<file path="config.mk">
export PLATFORM = sky130hd
export DESIGN_NAME = bilateral_sample_sync_matcher_flat
export DESIGN_NICKNAME = d
export VERILOG_FILES = /design/src/rtl/core/bssm_pkg.sv /design/src/rtl/core/bssm_ifs.sv /design/src/rtl/core/bilateral_sample_sync_matcher.sv /design/src/flat_wrapper.sv
export SDC_FILE = /design/constraint.sdc
export NUM_CORES = 1
export LEC_CHECK = 0
export BUFFER_PORTS_ARGS = -buffer_cell sky130_fd_sc_hd__buf_4
export CAP_MARGIN = 10
export CORE_ASPECT_RATIO = 2
export CORE_UTILIZATION = 35
export CTS_CLUSTER_DIAMETER = 100
export CTS_CLUSTER_SIZE = 12
export DETAILED_ROUTE_END_ITERATION = 7
export PLACE_DENSITY = 0.5
export SLEW_MARGIN = 25
export SYNTH_ARGS = -nofsm -noshare
export SYNTH_HDL_FRONTEND = slang
export SYNTH_SLANG_ARGS = --single-unit
</file>
<file path="constraint.sdc">
create_clock -name clk -period 9.35 [get_ports clk]
set_input_delay 0.4675 -clock clk [delete_from_list [all_inputs] [get_ports clk]]
set_output_delay 0.4675 -clock clk [all_outputs]
set_load 0.02 [all_outputs]
</file>
<file path="src/rtl/core/bssm_pkg.sv">
// Shared types and constants of the bilateral sample sync matcher.
// No dependencies; imported by the channel interfaces and the top level.
package bssm_pkg;

    localparam int TAG_BITS   = 8;
    localparam int TIME_BITS  = 32;
    localparam int LIMIT_BITS = 10;
    localparam int QUAL_BITS  = 7;
    localparam int CNT_BITS   = 32;
    localparam int CFG_IDX_BITS = 2;

    typedef logic [TAG_BITS-1:0]   tag_t;
    typedef logic [TIME_BITS-1:0]  stamp_t;
    typedef logic [LIMIT_BITS-1:0] limit_t;
    typedef logic [QUAL_BITS-1:0]  qual_t;
    typedef logic [CNT_BITS-1:0]   count_t;
    typedef logic [CFG_IDX_BITS-1:0] cfg_idx_t;

    localparam cfg_idx_t CFG_EXCELLENT = 2'd0;
    localparam cfg_idx_t CFG_GOOD      = 2'd1;
    localparam cfg_idx_t CFG_FAIR      = 2'd2;
    localparam cfg_idx_t CFG_TIMEOUT   = 2'd3;

    localparam limit_t EXCELLENT_RST = 10'd5;
    localparam limit_t GOOD_RST      = 10'd10;
    localparam limit_t FAIR_RST      = 10'd20;
    localparam limit_t TIMEOUT_RST   = 10'd50;

    localparam qual_t QUAL_EXCELLENT = 7'd100;
    localparam qual_t QUAL_GOOD      = 7'd80;
    localparam qual_t QUAL_FAIR      = 7'd60;
    localparam qual_t QUAL_POOR      = 7'd40;
    localparam qual_t QUAL_NONE      = 7'd0;

    localparam logic KIND_FOOT = 1'b0;
    localparam logic KIND_IMU  = 1'b1;

endpackage

</file>
<file path="src/rtl/core/bssm_ifs.sv">
// Valid/ready channel interfaces for sample arrivals and match results.
// Depends on bssm_pkg.
interface bssm_sample_if;
    import bssm_pkg::*;

    logic   valid;
    logic   ready;
    logic   req_type;
    logic   is_left;
    stamp_t arrival_time;
    tag_t   payload_tag;

    modport source (output valid, req_type, is_left, arrival_time, payload_tag,
                    input ready);
    modport sink   (input valid, req_type, is_left, arrival_time, payload_tag,
                    output ready);
endinterface

interface bssm_match_if;
    import bssm_pkg::*;

    logic   valid;
    logic   ready;
    logic   match_valid;
    stamp_t match_time;
    qual_t  quality;
    tag_t   left_foot_tag;
    tag_t   right_foot_tag;
    logic   left_imu_valid;
    tag_t   left_imu_tag;
    logic   right_imu_valid;
    tag_t   right_imu_tag;
    count_t full_matches;
    count_t partial_matches;
    count_t timeout_drops;

    modport source (output valid, match_valid, match_time, quality, left_foot_tag,
                    right_foot_tag, left_imu_valid, left_imu_tag, right_imu_valid,
                    right_imu_tag, full_matches, partial_matches, timeout_drops,
                    input ready);
    modport sink   (input valid, match_valid, match_time, quality, left_foot_tag,
                    right_foot_tag, left_imu_valid, left_imu_tag, right_imu_valid,
                    right_imu_tag, full_matches, partial_matches, timeout_drops,
                    output ready);
endinterface

</file>
<file path="src/rtl/core/bilateral_sample_sync_matcher.sv">
// Top level of the bilateral sample sync matcher: pairs left and right foot samples.
// Depends on bssm_pkg and the channel interfaces in bssm_ifs.sv.
//
// Usage:
//   sample_chan carries one transaction per sample arrival (foot or IMU, left or
//   right, arrival time, payload tag). match_chan returns exactly one transaction
//   per sample: a match record when both feet pair within the timeout, otherwise
//   match_valid low; the three wrapping counters ride along on every transaction.
//   cfg_we/cfg_index/cfg_data write the four grading limits; write them only
//   while no transaction is in flight.
//   The input register loads on sample acceptance and the result register loads
//   from it when the result register is free or being read. Throughput: one
//   transaction per cycle while the receiver does not stall; the whole decision
//   is a stamp difference and limit compares between the two registers.
//   When the receiver stalls, the result register holds and the input register,
//   if empty, takes one more sample; ready then drops until the result is taken.
//   Reset clears all pending flags, stored stamps and tags, the counters and
//   the pipeline valid bits, and loads the default limits 5, 10, 20 and 50 ms.
module bilateral_sample_sync_matcher (
    input  logic                clk,
    input  logic                rst_n,
    bssm_sample_if.sink         sample_chan,
    bssm_match_if.source        match_chan,
    input  logic                cfg_we,
    input  bssm_pkg::cfg_idx_t  cfg_index,
    input  bssm_pkg::limit_t    cfg_data
);
    import bssm_pkg::*;

    limit_t excellent_reg, good_reg, fair_reg, timeout_reg;

    logic   in_valid_reg;
    logic   in_kind_reg;
    logic   in_left_reg;
    stamp_t in_time_reg;
    tag_t   in_tag_reg;

    logic   rfp_reg, lfp_reg, rip_reg, lip_reg;
    stamp_t rstamp_reg, lstamp_reg;
    tag_t   rfslot_reg, lfslot_reg, rislot_reg, lislot_reg;
    count_t full_reg, partial_reg, timeout_cnt_reg;

    logic   out_valid_reg;
    logic   match_valid_reg;
    stamp_t match_time_reg;
    qual_t  quality_reg;
    tag_t   left_foot_tag_reg, right_foot_tag_reg;
    logic   left_imu_valid_reg, right_imu_valid_reg;
    tag_t   left_imu_tag_reg, right_imu_tag_reg;

    logic   advance;
    logic   take;
    logic   rfp_next, lfp_next, rip_next, lip_next;
    stamp_t rstamp_next, lstamp_next;
    tag_t   rfslot_next, lfslot_next, rislot_next, lislot_next;
    count_t full_next, partial_next, timeout_cnt_next;
    logic   both_feet, r_later, r_earlier, too_far, is_match;
    stamp_t diff, later;
    qual_t  grade;

    assign advance = !out_valid_reg || match_chan.ready;
    assign sample_chan.ready = !in_valid_reg || advance;
    assign take = in_valid_reg && advance;

    always_ff @(posedge clk or negedge rst_n)
    begin
        if (!rst_n)
        begin
            excellent_reg <= EXCELLENT_RST;
            good_reg      <= GOOD_RST;
            fair_reg      <= FAIR_RST;
            timeout_reg   <= TIMEOUT_RST;
        end
        else if (cfg_we)
        begin
            unique case (cfg_index)
                CFG_EXCELLENT: excellent_reg <= cfg_data;
                CFG_GOOD:      good_reg      <= cfg_data;
                CFG_FAIR:      fair_reg      <= cfg_data;
                CFG_TIMEOUT:   timeout_reg   <= cfg_data;
                default:       excellent_reg <= excellent_reg;
            endcase
        end
    end

    // Input register
    always_ff @(posedge clk or negedge rst_n)
    begin
        if (!rst_n)
            in_valid_reg <= 1'b0;
        else if (sample_chan.ready)
            in_valid_reg <= sample_chan.valid;
    end

    always_ff @(posedge clk)
    begin
        if (sample_chan.ready && sample_chan.valid)
        begin
            in_kind_reg <= sample_chan.req_type;
            in_left_reg <= sample_chan.is_left;
            in_time_reg <= sample_chan.arrival_time;
            in_tag_reg  <= sample_chan.payload_tag;
        end
    end

    // Decision logic
    always_comb
    begin
        rfp_next    = rfp_reg;
        lfp_next    = lfp_reg;
        rip_next    = rip_reg;
        lip_next    = lip_reg;
        rstamp_next = rstamp_reg;
        lstamp_next = lstamp_reg;
        rfslot_next = rfslot_reg;
        lfslot_next = lfslot_reg;
        rislot_next = rislot_reg;
        lislot_next = lislot_reg;

        if (in_kind_reg == KIND_IMU)
        begin
            if (in_left_reg)
            begin
                lislot_next = in_tag_reg;
                lip_next    = 1'b1;
            end
            else
            begin
                rislot_next = in_tag_reg;
                rip_next    = 1'b1;
            end
        end
        else
        begin
            if (in_left_reg)
            begin
                lfslot_next = in_tag_reg;
                lstamp_next = in_time_reg;
                lfp_next    = 1'b1;
            end
            else
            begin
                rfslot_next = in_tag_reg;
                rstamp_next = in_time_reg;
                rfp_next    = 1'b1;
            end
        end

        both_feet = rfp_next && lfp_next;
        r_later   = rstamp_next > lstamp_next;
        r_earlier = rstamp_next < lstamp_next;
        diff      = r_later ? (rstamp_next - lstamp_next) : (lstamp_next - rstamp_next);
        later     = r_later ? rstamp_next : lstamp_next;
        too_far   = diff > stamp_t'(timeout_reg);
        is_match  = both_feet && !too_far;

        priority if (diff <= stamp_t'(excellent_reg))
            grade = QUAL_EXCELLENT;
        else if (diff <= stamp_t'(good_reg))
            grade = QUAL_GOOD;
        else if (diff <= stamp_t'(fair_reg))
            grade = QUAL_FAIR;
        else if (diff <= stamp_t'(timeout_reg))
            grade = QUAL_POOR;
        else
            grade = QUAL_NONE;

        full_next        = full_reg;
        partial_next     = partial_reg;
        timeout_cnt_next = timeout_cnt_reg;

        if (both_feet && too_far)
        begin
            if (r_earlier)
                rfp_next = 1'b0;
            else
                lfp_next = 1'b0;
            timeout_cnt_next = timeout_cnt_reg + count_t'(1);
        end
        else if (is_match)
        begin
            if (lip_next && rip_next)
                full_next = full_reg + count_t'(1);
            else
                partial_next = partial_reg + count_t'(1);
            rfp_next = 1'b0;
            lfp_next = 1'b0;
            rip_next = 1'b0;
            lip_next = 1'b0;
        end
    end

    // Matcher state
    always_ff @(posedge clk or negedge rst_n)
    begin
        if (!rst_n)
        begin
            rfp_reg         <= 1'b0;
            lfp_reg         <= 1'b0;
            rip_reg         <= 1'b0;
            lip_reg         <= 1'b0;
            rstamp_reg      <= '0;
            lstamp_reg      <= '0;
            rfslot_reg      <= '0;
            lfslot_reg      <= '0;
            rislot_reg      <= '0;
            lislot_reg      <= '0;
            full_reg        <= '0;
            partial_reg     <= '0;
            timeout_cnt_reg <= '0;
        end
        else if (take)
        begin
            rfp_reg         <= rfp_next;
            lfp_reg         <= lfp_next;
            rip_reg         <= rip_next;
            lip_reg         <= lip_next;
            rstamp_reg      <= rstamp_next;
            lstamp_reg      <= lstamp_next;
            rfslot_reg      <= rfslot_next;
            lfslot_reg      <= lfslot_next;
            rislot_reg      <= rislot_next;
            lislot_reg      <= lislot_next;
            full_reg        <= full_next;
            partial_reg     <= partial_next;
            timeout_cnt_reg <= timeout_cnt_next;
        end
    end

    // Result register
    always_ff @(posedge clk or negedge rst_n)
    begin
        if (!rst_n)
            out_valid_reg <= 1'b0;
        else if (advance)
            out_valid_reg <= in_valid_reg;
    end

    always_ff @(posedge clk)
    begin
        if (take)
        begin
            match_valid_reg     <= is_match;
            match_time_reg      <= is_match ? later : '0;
            quality_reg         <= is_match ? grade : QUAL_NONE;
            left_foot_tag_reg   <= is_match ? lfslot_next : '0;
            right_foot_tag_reg  <= is_match ? rfslot_next : '0;
            left_imu_valid_reg  <= is_match && lip_reg | (is_match && in_kind_reg
                                   == KIND_IMU && in_left_reg);
            left_imu_tag_reg    <= (is_match && (lip_reg || (in_kind_reg == KIND_IMU
                                   && in_left_reg))) ? lislot_next : '0;
            right_imu_valid_reg <= is_match && rip_reg | (is_match && in_kind_reg
                                   == KIND_IMU && !in_left_reg);
            right_imu_tag_reg   <= (is_match && (rip_reg || (in_kind_reg == KIND_IMU
                                   && !in_left_reg))) ? rislot_next : '0;
        end
    end

    assign match_chan.valid           = out_valid_reg;
    assign match_chan.match_valid     = match_valid_reg;
    assign match_chan.match_time      = match_time_reg;
    assign match_chan.quality         = quality_reg;
    assign match_chan.left_foot_tag   = left_foot_tag_reg;
    assign match_chan.right_foot_tag  = right_foot_tag_reg;
    assign match_chan.left_imu_valid  = left_imu_valid_reg;
    assign match_chan.left_imu_tag    = left_imu_tag_reg;
    assign match_chan.right_imu_valid = right_imu_valid_reg;
    assign match_chan.right_imu_tag   = right_imu_tag_reg;
    assign match_chan.full_matches    = full_reg;
    assign match_chan.partial_matches = partial_reg;
    assign match_chan.timeout_drops   = timeout_cnt_reg;

    a_match_graded: assert property (@(posedge clk) disable iff (!rst_n)
        (out_valid_reg && match_valid_reg) |-> (quality_reg != QUAL_NONE))
        else $error("match result carries no quality grade");

    a_no_match_no_imu: assert property (@(posedge clk) disable iff (!rst_n)
        (out_valid_reg && !match_valid_reg) |-> (!left_imu_valid_reg && !right_imu_valid_reg))
        else $error("IMU record reported without a match");

    a_match_clears: assert property (@(posedge clk) disable iff (!rst_n)
        (take && is_match) |=> (!rfp_reg && !lfp_reg && !rip_reg && !lip_reg))
        else $error("pending flags left set after a match");

    a_one_count: assert property (@(posedge clk) disable iff (!rst_n)
        take |=> ($countones({full_reg != $past(full_reg),
                              partial_reg != $past(partial_reg),
                              timeout_cnt_reg != $past(timeout_cnt_reg)}) <= 1))
        else $error("more than one counter advanced for one transaction");

endmodule
</file>
<file path="src/flat_wrapper.sv">
// flat-port wrapper written by rule: the top's interface ports become plain ports
module bilateral_sample_sync_matcher_flat import bssm_pkg::*;
  (clk, rst_n, cfg_we, cfg_index, cfg_data, sample_chan_valid, sample_chan_req_type, sample_chan_is_left, sample_chan_arrival_time, sample_chan_payload_tag, sample_chan_ready, match_chan_valid, match_chan_match_valid, match_chan_match_time, match_chan_quality, match_chan_left_foot_tag, match_chan_right_foot_tag, match_chan_left_imu_valid, match_chan_left_imu_tag, match_chan_right_imu_valid, match_chan_right_imu_tag, match_chan_full_matches, match_chan_partial_matches, match_chan_timeout_drops, match_chan_ready);
  bssm_sample_if sample_chan_i ();
  bssm_match_if match_chan_i ();
  input  logic clk;
  input  logic rst_n;
  input  logic cfg_we;
  input  bssm_pkg::cfg_idx_t cfg_index;
  input  bssm_pkg::limit_t cfg_data;
  input wire logic [$bits(sample_chan_i.valid)-1:0] sample_chan_valid;
  input wire logic [$bits(sample_chan_i.req_type)-1:0] sample_chan_req_type;
  input wire logic [$bits(sample_chan_i.is_left)-1:0] sample_chan_is_left;
  input wire logic [$bits(sample_chan_i.arrival_time)-1:0] sample_chan_arrival_time;
  input wire logic [$bits(sample_chan_i.payload_tag)-1:0] sample_chan_payload_tag;
  output wire logic [$bits(sample_chan_i.ready)-1:0] sample_chan_ready;
  output wire logic [$bits(match_chan_i.valid)-1:0] match_chan_valid;
  output wire logic [$bits(match_chan_i.match_valid)-1:0] match_chan_match_valid;
  output wire logic [$bits(match_chan_i.match_time)-1:0] match_chan_match_time;
  output wire logic [$bits(match_chan_i.quality)-1:0] match_chan_quality;
  output wire logic [$bits(match_chan_i.left_foot_tag)-1:0] match_chan_left_foot_tag;
  output wire logic [$bits(match_chan_i.right_foot_tag)-1:0] match_chan_right_foot_tag;
  output wire logic [$bits(match_chan_i.left_imu_valid)-1:0] match_chan_left_imu_valid;
  output wire logic [$bits(match_chan_i.left_imu_tag)-1:0] match_chan_left_imu_tag;
  output wire logic [$bits(match_chan_i.right_imu_valid)-1:0] match_chan_right_imu_valid;
  output wire logic [$bits(match_chan_i.right_imu_tag)-1:0] match_chan_right_imu_tag;
  output wire logic [$bits(match_chan_i.full_matches)-1:0] match_chan_full_matches;
  output wire logic [$bits(match_chan_i.partial_matches)-1:0] match_chan_partial_matches;
  output wire logic [$bits(match_chan_i.timeout_drops)-1:0] match_chan_timeout_drops;
  input wire logic [$bits(match_chan_i.ready)-1:0] match_chan_ready;
  assign sample_chan_i.valid = sample_chan_valid;
  assign sample_chan_i.req_type = sample_chan_req_type;
  assign sample_chan_i.is_left = sample_chan_is_left;
  assign sample_chan_i.arrival_time = sample_chan_arrival_time;
  assign sample_chan_i.payload_tag = sample_chan_payload_tag;
  assign sample_chan_ready = sample_chan_i.ready;
  assign match_chan_valid = match_chan_i.valid;
  assign match_chan_match_valid = match_chan_i.match_valid;
  assign match_chan_match_time = match_chan_i.match_time;
  assign match_chan_quality = match_chan_i.quality;
  assign match_chan_left_foot_tag = match_chan_i.left_foot_tag;
  assign match_chan_right_foot_tag = match_chan_i.right_foot_tag;
  assign match_chan_left_imu_valid = match_chan_i.left_imu_valid;
  assign match_chan_left_imu_tag = match_chan_i.left_imu_tag;
  assign match_chan_right_imu_valid = match_chan_i.right_imu_valid;
  assign match_chan_right_imu_tag = match_chan_i.right_imu_tag;
  assign match_chan_full_matches = match_chan_i.full_matches;
  assign match_chan_partial_matches = match_chan_i.partial_matches;
  assign match_chan_timeout_drops = match_chan_i.timeout_drops;
  assign match_chan_i.ready = match_chan_ready;
  bilateral_sample_sync_matcher u_core (.clk(clk), .rst_n(rst_n), .sample_chan(sample_chan_i), .match_chan(match_chan_i), .cfg_we(cfg_we), .cfg_index(cfg_index), .cfg_data(cfg_data));
endmodule
</file>
Word-level counts from Yosys, hierarchy flattened
Cells that the tools add are included.
{"block": "totals", "ff_bits": 354, "latchBits": 0, "ramBits": 0, "romBits": 0, "inputBits": 59, "out_inout_bits": 172, "n_memories": 0}
{"block": "classes", "add_sub_neg": 5, "mul": 0, "div_mod_pow": 0, "order_cmp": 7, "n_eq_ne": 3, "shifts": 0, "muxes": 36, "n_bitwise": 5, "n_reduce_logical": 34}
{"operator": "32-bit 2-to-1 mux", "n": 6}
{"operator": "32-bit by 10-bit less-or-equal comparator with 1-bit output", "n": 4}
{"operator": "32-bit by 1-bit adder with 32-bit output, second input constant", "n": 3}
{"operator": "8-bit 2-to-1 mux", "n": 8}
{"operator": "32-bit subtractor", "n": 2}
{"operator": "32-bit by 10-bit > comparator with 1-bit output", "n": 1}
{"operator": "32-bit > comparator", "n": 1}
{"operator": "32-bit < comparator", "n": 1}
{"operator": "7-bit 2-to-1 mux", "n": 3}
{"operator": "1-bit 2-to-1 mux", "n": 18}
{"operator": "1-bit logical AND", "n": 15}
{"operator": "2-bit AND reduction", "n": 5}
{"operator": "4-bit AND reduction", "n": 2}
{"operator": "6-bit 2-to-1 mux", "n": 1}
{"operator": "2-bit equality test, second input constant", "n": 2}
{"operator": "1-bit zero test", "n": 4}
{"operator": "1-bit logical OR", "n": 4}
{"operator": "4-bit OR reduction", "n": 1}
{"operator": "1-bit inverter", "n": 3}
{"operator": "3-bit OR reduction", "n": 1}
{"operator": "2-bit by 1-bit equality test with 1-bit output, second input constant", "n": 1}
{"operator": "2-bit zero test", "n": 1}
{"operator": "1-bit bitwise OR", "n": 2}
{"operator": "2-bit OR reduction", "n": 1}

Depth between registers and ports, before layout
Gate-level depths: netlist of the first run.
{"block": "depth", "word_depth": 11, "mapped_depth": 32, "depth_no_buf": 27}

Worst setup path after synthesis of the first run
OpenSTA, ideal clock, no wires.
{"block": "synth_timing", "kind": "reg2reg", "startpoint": "reg u_core.in_left_reg", "endpoint": "reg u_core.partial_reg[1] (netlist: u_core.match_chan.partial_matches[1])", "t_arrival_ns": 6.530, "t_required_ns": 9.225, "path_slack_ns": 2.696, "path_stages_with_launch": 30, "synth_period_minus_slack_ns": 6.654, "path_cell_list": "edfxtp_1 -> clkbuf_1 -> or2_2 -> clkbuf_1 -> buf_1 -> mux2i_1 -> inv_1 -> fa_1 -> nand3_1 -> a21oi_1 -> o21a_1 -> nor4b_1 -> nor2_2 -> buf_2 -> buf_2 -> a31oi_1 -> a221oi_1 -> o21ai_0 -> xor2_1 -> ha_1 -> a21o_1 -> a21o_1 -> a21oi_1 -> o21ai_0 -> a211oi_1 -> o21bai_1 -> nor2_1 -> and4_1 -> buf_2 -> mux2_2"}
{"block": "synth_via", "elab_chain_len": 8}
{"item": "start: declaration", "line_no": "bilateral_sample_sync_matcher.sv:34", "text": "logic in_left_reg;"}
{"item": "start signal: assignment", "line_no": "bilateral_sample_sync_matcher.sv:100", "text": "in_left_reg <= sample_chan.is_left;"}
{"item": "32-bit 2-to-1 mux *", "line_no": "bilateral_sample_sync_matcher.sv:135", "text": "if (in_left_reg)"}
{"item": "32-bit 2-to-1 mux *", "line_no": "bilateral_sample_sync_matcher.sv:120", "text": "if (in_kind_reg == KIND_IMU)"}
{"item": "via u_core.rstamp_next[1]", "line_no": "bilateral_sample_sync_matcher.sv:54", "text": "stamp_t rstamp_next, lstamp_next;"}
{"item": "32-bit subtractor or 32-bit > comparator (tied branches)", "line_no": "bilateral_sample_sync_matcher.sv:152, bilateral_sample_sync_matcher.sv:150"}
{"item": "32-bit 2-to-1 mux *", "line_no": "bilateral_sample_sync_matcher.sv:152", "text": "diff = r_later ? (rstamp_next - lstamp_next) : (lstamp_next - rstamp_next);"}
{"item": "32-bit by 10-bit > comparator with 1-bit output *", "line_no": "bilateral_sample_sync_matcher.sv:154", "text": "too_far = diff > stamp_t'(timeout_reg);"}
{"item": "1-bit zero test or 1-bit logical AND (tied branches)", "line_no": "bilateral_sample_sync_matcher.sv:155, bilateral_sample_sync_matcher.sv:172"}
{"item": "1-bit logical AND or 1-bit inverter (tied branches)"}
{"item": "4-bit AND reduction (no line) *"}
{"item": "end signal: assignment", "line_no": "bilateral_sample_sync_matcher.sv:225", "text": "partial_reg <= partial_next;"}
{"item": "end: declaration", "line_no": "bilateral_sample_sync_matcher.sv:41", "text": "count_t full_reg, partial_reg, timeout_cnt_reg;"}
Mark *: on every way through the listed nets, which the timed path passes. The rest lies on a longest branch.
A chain may end at the register's enable or synchronous reset.

Worst setup path after layout of the first run
Ends and elaborated chain as after synthesis.

==> results of run 1 <==
==> cell type report <==
cell class	count	area, um^2	area share (%)
well taps	744	931	4.03
flip-flops and latches	352	9390	40.6
repair buffers	246	1870	8.11
clock inverters	4	57.6	0.249
multi-input cells	1333	9440	40.9
inverters	121	454	1.97
clock buffers	57	958	4.15
==> cells by family (layout without fill, tap and decap cells) <==
logic type	after synthesis	in the layout	share of synthesized area, %
adder cells (fa/ha/maj)	108	108	6.94
other	1	2	0.0190
XOR/XNOR	128	128	5.69
AO/OA/AOI/OAI	335	335	10.4
multiplexers	180	180	9.98
buffers and inverters	219	428	4.56
AND/OR/NAND/NOR	580	580	14.7
flip-flops	352	352	47.7
==> worst register-to-register path, delay by kind of cell (launching register included) <==
kind / cells / cell delay (ns)
XOR/XNOR: 1 / 0.33
buffers and inverters: 3 / 0.61
flip-flops: 1 / 0.52
adder cells (fa/ha/maj): 2 / 0.79
AND/OR/NAND/NOR: 6 / 1.90
AO/OA/AOI/OAI: 12 / 2.39
multiplexers: 2 / 0.81
==> path summary, 6_finish.rpt <==
| check | from | endpoint | depth (start not counted) |
|---|---|---|---|
| hold / removal | sample_chan_arrival_time[31] | u_core.in_time_reg[31] | 1 |
| max in group asynchronous | rst_n | u_core.match_chan.valid | 3 |
| hold reg to reg | u_core.match_chan.timeout_drops[31] | u_core.match_chan.timeout_drops[31] | 1 |
| min in group asynchronous | rst_n | u_core.match_chan.timeout_drops[27] | 2 |
| setup reg to reg | u_core.in_left_reg | u_core.match_chan.partial_matches[1] | 26 |
| setup / recovery | u_core.in_left_reg | u_core.match_chan.partial_matches[1] | 26 |
==> timing repair <==
| item | CTS | global route |
|---|---|---|
| buffers inserted | 0 | 0 |
| hold endpoints to repair | 38 | 0 |
| hold buffers | 1 | 0 |
==> layer usage <==
layer	share of wire (%)	global-route usage (%)	vias up
met1	36	21.4	7398
li1	-	-	7093
met4	4.7	10.3	6
met2	55	42.3	364
met5	0.056	0	-
met3	4.4	3.68	133
==> synthesized netlist by cell type, types with 4 or more instances <==
library cell / number / share of area (%)
a211oi_1: 41 / 1.6
a21o_1: 7 / 0.27
a21oi_1: 127 / 3.2
a221oi_1: 5 / 0.22
a22oi_1: 5 / 0.19
a31oi_1: 8 / 0.25
and2_1: 17 / 0.54
and3_1: 21 / 0.67
and4_1: 12 / 0.53
buf_1: 13 / 0.25
buf_2: 15 / 0.38
buf_4: 9 / 0.34
clkbuf_1: 58 / 1.1
dfrtp_1: 229 / 29
dfstp_2: 9 / 1.2
edfxtp_1: 114 / 17
ha_1: 106 / 6.7
inv_1: 121 / 2.3
mux2_2: 131 / 7.5
mux2i_1: 49 / 2.5
nand2_1: 231 / 4.4
nand2b_1: 11 / 0.35
nand3_1: 57 / 1.4
nand3b_1: 5 / 0.19
nand4_1: 70 / 2.2
nor2_1: 84 / 1.6
nor2b_1: 12 / 0.38
nor3_1: 24 / 0.61
nor4_1: 10 / 0.32
nor4_2: 11 / 0.70
o211ai_1: 7 / 0.27
o21a_1: 25 / 0.95
o21ai_0: 73 / 1.9
o21bai_1: 9 / 0.34
or2_2: 4 / 0.13
xnor2_1: 83 / 3.7
xor2_1: 45 / 2.0
==> power groups by stage <==
stage / Combinational, mW / Clock [mW] / Sequential, mW
2_1_floorplan: 1.89 / 0 / 1.94
3_3_place_gp: 2.77 / 0 / 1.92
3_5_place_dp: 2.78 / 0 / 1.93
4_1_cts: 2.80 / 1.41 / 1.90
5_1_grt: 3.03 / 1.44 / 1.93
6_report: 2.77 / 1.35 / 1.90
==> summary.md, run 1 <==
| Metric | Value |
|---|---|
| Cell count after placement | `2,795` |
| Worst Path Required | `9.80 ns` |
| Total GRT Usage | `21.5%` |
| PnR worst setup slack | `~1.9 ns` |
| Clk buf depth | `3` |
| Min Tclk post-route | `7.49 ns` |
| Unrepaired setup endpoints after global routing | `no` |
| Internal power | `3.52 mW` |
| Hold/Removal Path Class | `in2reg` |
| Critical path class | `reg2reg` |
| Area Growth Syn to Fin | `17.4%` |
| # IOs | `around 230` |
| Initial Utilization | `between 30 and 40%` |
| Synthesized area | `19,700 um^2` |
| Power Dens Cells | `261 nW/um^2` |
| Remaining DRCs | `0` |
| Final core occ | `a little over two fifths` |
| Status | `complete, no violations` |
| Worst R2R Setup Slack | `roughly 1.9 ns` |
| Vias in the first global route | `15,700` |
| Routed vias | `15,000` |
| GP Congestion | `0.878` |
| Die ar. | `~57,000 um^2` |
| Critical path's slowest cell | `nor4b_1` |
| CTS root buffer | `clkbuf_16` |
| CP dominant cell by count | `o21ai_0` |
| Die width | `170 um` |
| Peak supply drop | `about 0.00014 V` |
| WP buf/inv | `3` |
| TritonCTS Sinks | `around 350` |
| Max Cap Viol | `0` |
| Worst Skew | `0.0235 ns` |
| Sequential Power Share | `31.6%` |
| Gr ovfl total | `0` |
| Drt initial violations | `about 650` |
| Relative slew slack | `between 30% and 40%` |
| Vias per cell | `5.25` |
| Initial antenna violation count | `3` |
| CP delay by family, top | `compound AO/OA/AOI/OAI gates` |
| CP Launch Type | `register` |
| Setup violators final | `0` |
| Dpl hpwl | `approximately 46,000 um` |
| Avg Synthesized Cell Area | `10.3 um^2` |
| Comb power frac | `46.0%` |
| Register area share after synthesis | `47.7%` |
| Final Slew Violations | `0` |
| Fillers | `around 5,500` |
| DRT Pass-1 Iters | `5` |
| P_leak | `10.4 nW` |
| FMAX | `between 0.1 and 0.15 GHz` |
| Ant. Diodes | `0` |
| P_sw | `2.51 mW` |
| Dpl ws | `1.83 ns` |
| Critical Path End Type | `register` |
| # rows | `122` |
| Core Footprint | `between 50,000 and 60,000 um^2` |
| Final count of hold timing violations | `0` |
| CTS buffer count | `35` |
| Clock-pin slew of the registers on the worst-case setup and hold paths | `approximately 0.080 ns` |
| Largest net degree at the start of global routing | `108` |
| Critical Path Fanout Max | `41` |
| CTS tree | `yes` |
| Synth unique cells | `65` |
| Worst skew pair latency | `0.58 ns` |
| Fin crit share | `~80%` |
| First-pass GRT wire length | `93,100 um` |
| Clock share of power | `22.4%` |
| Setup TNS | `0 ns` |
| Die Height | `337 um` |
| Actual slew at the worst max-slew pin | `1.04 ns` |
| CP arrival | `approximately 7.9 ns` |
| Final Non-Filler Cells | `2,857` |
| Layout cell share with drive strength beyond 1 | `21.4%` |
| Wire per inst | `around 21 um` |
| FF+latch count, synth | `352` |
| Max stage delay on crit path | `0.54 ns` |
| Commonest non-fill, non-tap cell in the layout | `buf_4` |
| Hold slack | `roughly 0.064 ns` |
| Post-synth EDFFs | `roughly 110` |
| Final wirelength | `61,000 um` |
| Port bufs | `~230` |
| Most frequent cells in the layout | `242 x buf_4, 229 x nand2_1, 229 x dfrtp_1` |
| Ys Warns | `0` |
| Async SR Flop Fraction | `between 60% and 70%` |
| Detail Route Antenna Nets | `0` |
| H-tree depth | `2` |
| Sw Share | `41.7%` |
| Cell area after layout | `~23,000 um^2` |
| Net count reported at finish | `~2,300` |
| Total power | `6.03 mW` |
| Cell area after placement | `22,100 um^2` |
| Top_reg_cell synth | `dfrtp_1` |
| Post_cts resized | `0` |
| Mapped Cells | `1,903` |
Power figures use the tool's default switching activity.
==> run 2: changes to the inputs <==
==> constraint.sdc (replaced) <==
create_clock -name clk -period 7 [get_ports clk]
set_input_delay 0.35 -clock clk [delete_from_list [all_inputs] [get_ports clk]]
set_output_delay 0.35 -clock clk [all_outputs]
set_load 0.02 [all_outputs]
==> run 2 against run 1 <==
- sequential share of layout area shrank 1.8 points
- die area unchanged
- power is 38% higher
- sequential cell count did not move
- clock skew increased by 0.0012 ns
- final cell count up 3.7%
- wire length is 1.0% higher
- critical endpoint is now u_core.match_chan.match_time[19]
==> summary.md, run 2 (same netlist as run 1, synthesis figures left out) <==
| Metric | Value |
|---|---|
| Total GRT Usage | `21.7% (+0.16 points)` |
| Port bufs | `228 (unchanged)` |
| Net count reported at finish | `2,357 (+4.5%)` |
| Min Tclk post-route | `6.60 ns (-0.892 ns)` |
| Cell area after layout | `24,200 um^2 (+4.6%)` |
| GP Congestion | `0.945 (+7.6%)` |
| Fin crit share | `94.2% (+14 points)` |
| P_sw | `3.43 mW (+37%)` |
| Relative slew slack | `27.3% (-3.0 points)` |
| Worst Path Required | `7.32 ns (-2.48 ns)` |
| PnR worst setup slack | `0.405 ns (-1.46 ns)` |
| Met1 Resource Use GR | `22.1% (+0.71 points)` |
| # IOs | `231 (unchanged)` |
| Worst R2R Setup Slack | `0.40 ns (-1.46 ns)` |
| Most frequent cells in the layout | `289 x buf_4, 229 x nand2_1, 229 x dfrtp_1` |
| Initial Utilization | `35.5% (unchanged)` |
| Sequential Power Share | `30.6% (-1.0 points)` |
| P_leak | `10.8 nW (+4.6%)` |
| # rows | `122 (unchanged)` |
| Area Growth Syn to Fin | `22.7%` |
| Cell area after placement | `22,500 um^2 (+1.9%)` |
| Crit. path cell count | `26 (unchanged)` |
| Vias per cell | `5.21 (-0.82%)` |
| Drt initial violations | `748 (+14%)` |
| Met2 global-route usage | `42.4% (+0.12 points)` |
| Fillers | `5,388 (-1.9%)` |
| Die ar. | `57,300 um^2 (unchanged)` |
| Clk buf depth | `3 (unchanged)` |
| Largest net degree at the start of global routing | `124 (+15%)` |
| Die width | `170 um (unchanged)` |
| CP arrival | `6.91 ns (-1.03 ns)` |
| Grt met3 use | `2.84% (-0.83 points)` |
| CTS root buffer | `clkbuf_16` |
| Worst r2r path cells | `26 (unchanged)` |
| Dpl hpwl | `46,400 um (+0.89%)` |
| Clock-pin slew of the registers on the worst-case setup and hold paths | `0.06 ns (-0.02 ns)` |
| DRT Pass-1 Iters | `6 (+1)` |
| Hold Path Depth | `3 (+2)` |
| Routed vias | `15,400 (+2.8%)` |
| R2r endpoint | `u_core.match_chan.match_time[19]` |
| Final Slew Violations | `0 (unchanged)` |
| Critical Path Fanout Max | `41 (unchanged)` |
| Clock share of power | `21.6% (-0.8 points)` |
| Max Cap Viol | `0 (unchanged)` |
| Hold/Removal Path Class | `in2reg` |
| Critical path class | `reg2reg` |
| Critical path's slowest cell | `or4_1` |
| Status | `complete, no violations` |
| WP buf/inv | `4 (+1)` |
| Worst skew pair latency | `0.56 ns (-0.02 ns)` |
| FMAX | `0.152 GHz (+14%)` |
| TritonCTS Sinks | `352 (unchanged)` |
| Final wirelength | `61,600 um (+1.0%)` |
| Max stage delay on crit path | `0.58 ns (+0.04 ns)` |
| CTS buffer count | `35 (unchanged)` |
| Vias in the first global route | `16,200 (+3.2%)` |
| Critical Path End Type | `register` |
| Core Footprint | `55,400 um^2 (unchanged)` |
| Peak supply drop | `0.000205 V (+51%)` |
| Setup crit start | `u_core.in_left_reg` |
| Sw Share | `41.2% (-0.43 points)` |
| Initial antenna violation count | `2 (-1)` |
| Die Height | `337 um (unchanged)` |
| Gr ovfl total | `0 (unchanged)` |
| Dpl ws | `0.0924 ns (-1.73 ns)` |
| First-pass GRT wire length | `94,100 um (+1.1%)` |
| Actual slew at the worst max-slew pin | `1.08 ns (+0.0443 ns)` |
| Power Dens Cells | `344 nW/um^2 (+32%)` |
| Setup violators final | `0 (unchanged)` |
| Detail Route Antenna Nets | `0 (unchanged)` |
| H-tree depth | `2 (unchanged)` |
| Comb power frac | `47.8% (+1.8 points)` |
| CP Capture Point | `u_core.match_chan.match_time[19]` |
| Internal power | `4.89 mW (+39%)` |
| Layout cell share with drive strength beyond 1 | `23.6% (+2.2 points)` |
| CP Launch Type | `register` |
| Busiest grt layer | `met2` |
| Worst Skew | `0.0247 ns (+0.00124 ns)` |
| CP delay by family, top | `compound AO/OA/AOI/OAI gates` |
| Remaining DRCs | `0 (unchanged)` |
| Commonest non-fill, non-tap cell in the layout | `buf_4` |
| CTS tree | `yes` |
| Wire per inst | `20.8 um (-2.6%)` |
| Worst reg2reg startpoint | `u_core.in_left_reg` |
| Final count of hold timing violations | `0 (unchanged)` |
[run 2: cell types whose count changed in the layout (fill, tap and decap cells not counted), sizes merged]
cell         change
buf             +55
dlygate4sd3     +46
clkbuf           +3
clkinv           +2
inv              -2
diode            +1
[run 2: worst min-delay path, cell delays in order]
cell and delay [ns]:
buf_4 0.10, nand2_1 0.04, o21ai_0 0.06
[run 2: worst min-delay path by stage]
| stage | start | to |
|---|---|---|
| 2_1_floorplan | rst_n | u_core.excellent_reg[1] |
| 3_3_place_gp | u_core.match_chan.timeout_drops[31] | u_core.match_chan.timeout_drops[31] |
| 3_5_place_dp | u_core.match_chan.timeout_drops[31] | u_core.match_chan.timeout_drops[31] |
| 4_1_cts | cfg_data[5] | u_core.excellent_reg[5] |
| 5_1_grt | cfg_data[8] | u_core.excellent_reg[8] |
| 6_report | cfg_data[5] | u_core.excellent_reg[5] |
[run 2: timing repair]
action                                 in CTS  in global routing
setup endpoints to repair                   0                168
endpoints found under the hold margin     161                  0
setup buffers                               0                  5
gates resized for setup                     0                 19
hold buffers                               47                  0
[run 2: cell type report]
cell class | count | area [um^2] | area share, %
multi-input cells | 1333 | 9510 | 39.4
repair buffers | 347 | 2840 | 11.8
clock buffers | 60 | 970 | 4.01
well taps | 744 | 931 | 3.85
flip-flops and latches | 352 | 9390 | 38.9
diodes | 1 | 2.50 | 0.0104
clock inverters | 4 | 63.8 | 0.264
inverters | 121 | 454 | 1.88
[run 2: power by group through the flow]
stage                     clock network (mW)  registers [mW]  logic (mW)
after floorplan                            0            2.59        2.52
after global placement                     0            2.57        3.87
after detailed placement                   0            2.58        3.91
after CTS                               1.87            2.54        3.95
after global routing                    1.92            2.57        4.37
final                                   1.80            2.54        3.98
[run 2: stage by stage]
| step | cells | hold slack, ns | power (mW) | util (%) | setup TNS (ns) |
|---|---|---|---|---|---|
| after floorplan | 1904 | 0.0544 | 5.11 | - | 0 |
| after global placement | 2844 | 0.470 | 6.44 | 40.6 | 0 |
| after detailed placement | 2844 | 0.465 | 6.49 | 40.6 | 0 |
| after CTS | 2955 | 0.000479 | 8.36 | 43.3 | 0 |
| after global routing | 2962 | 0.0284 | 8.86 | 43.6 | -0.0115 |
| final | 2962 | 0.0348 | 8.32 | 43.6 | 0 |
[run 2: metal layers]
metal	vias to the layer above	share of wire, %
met1	7550	35
met4	2	4.9
li1	7302	-
met3	129	4.1
met2	435	56
met5	-	0.016
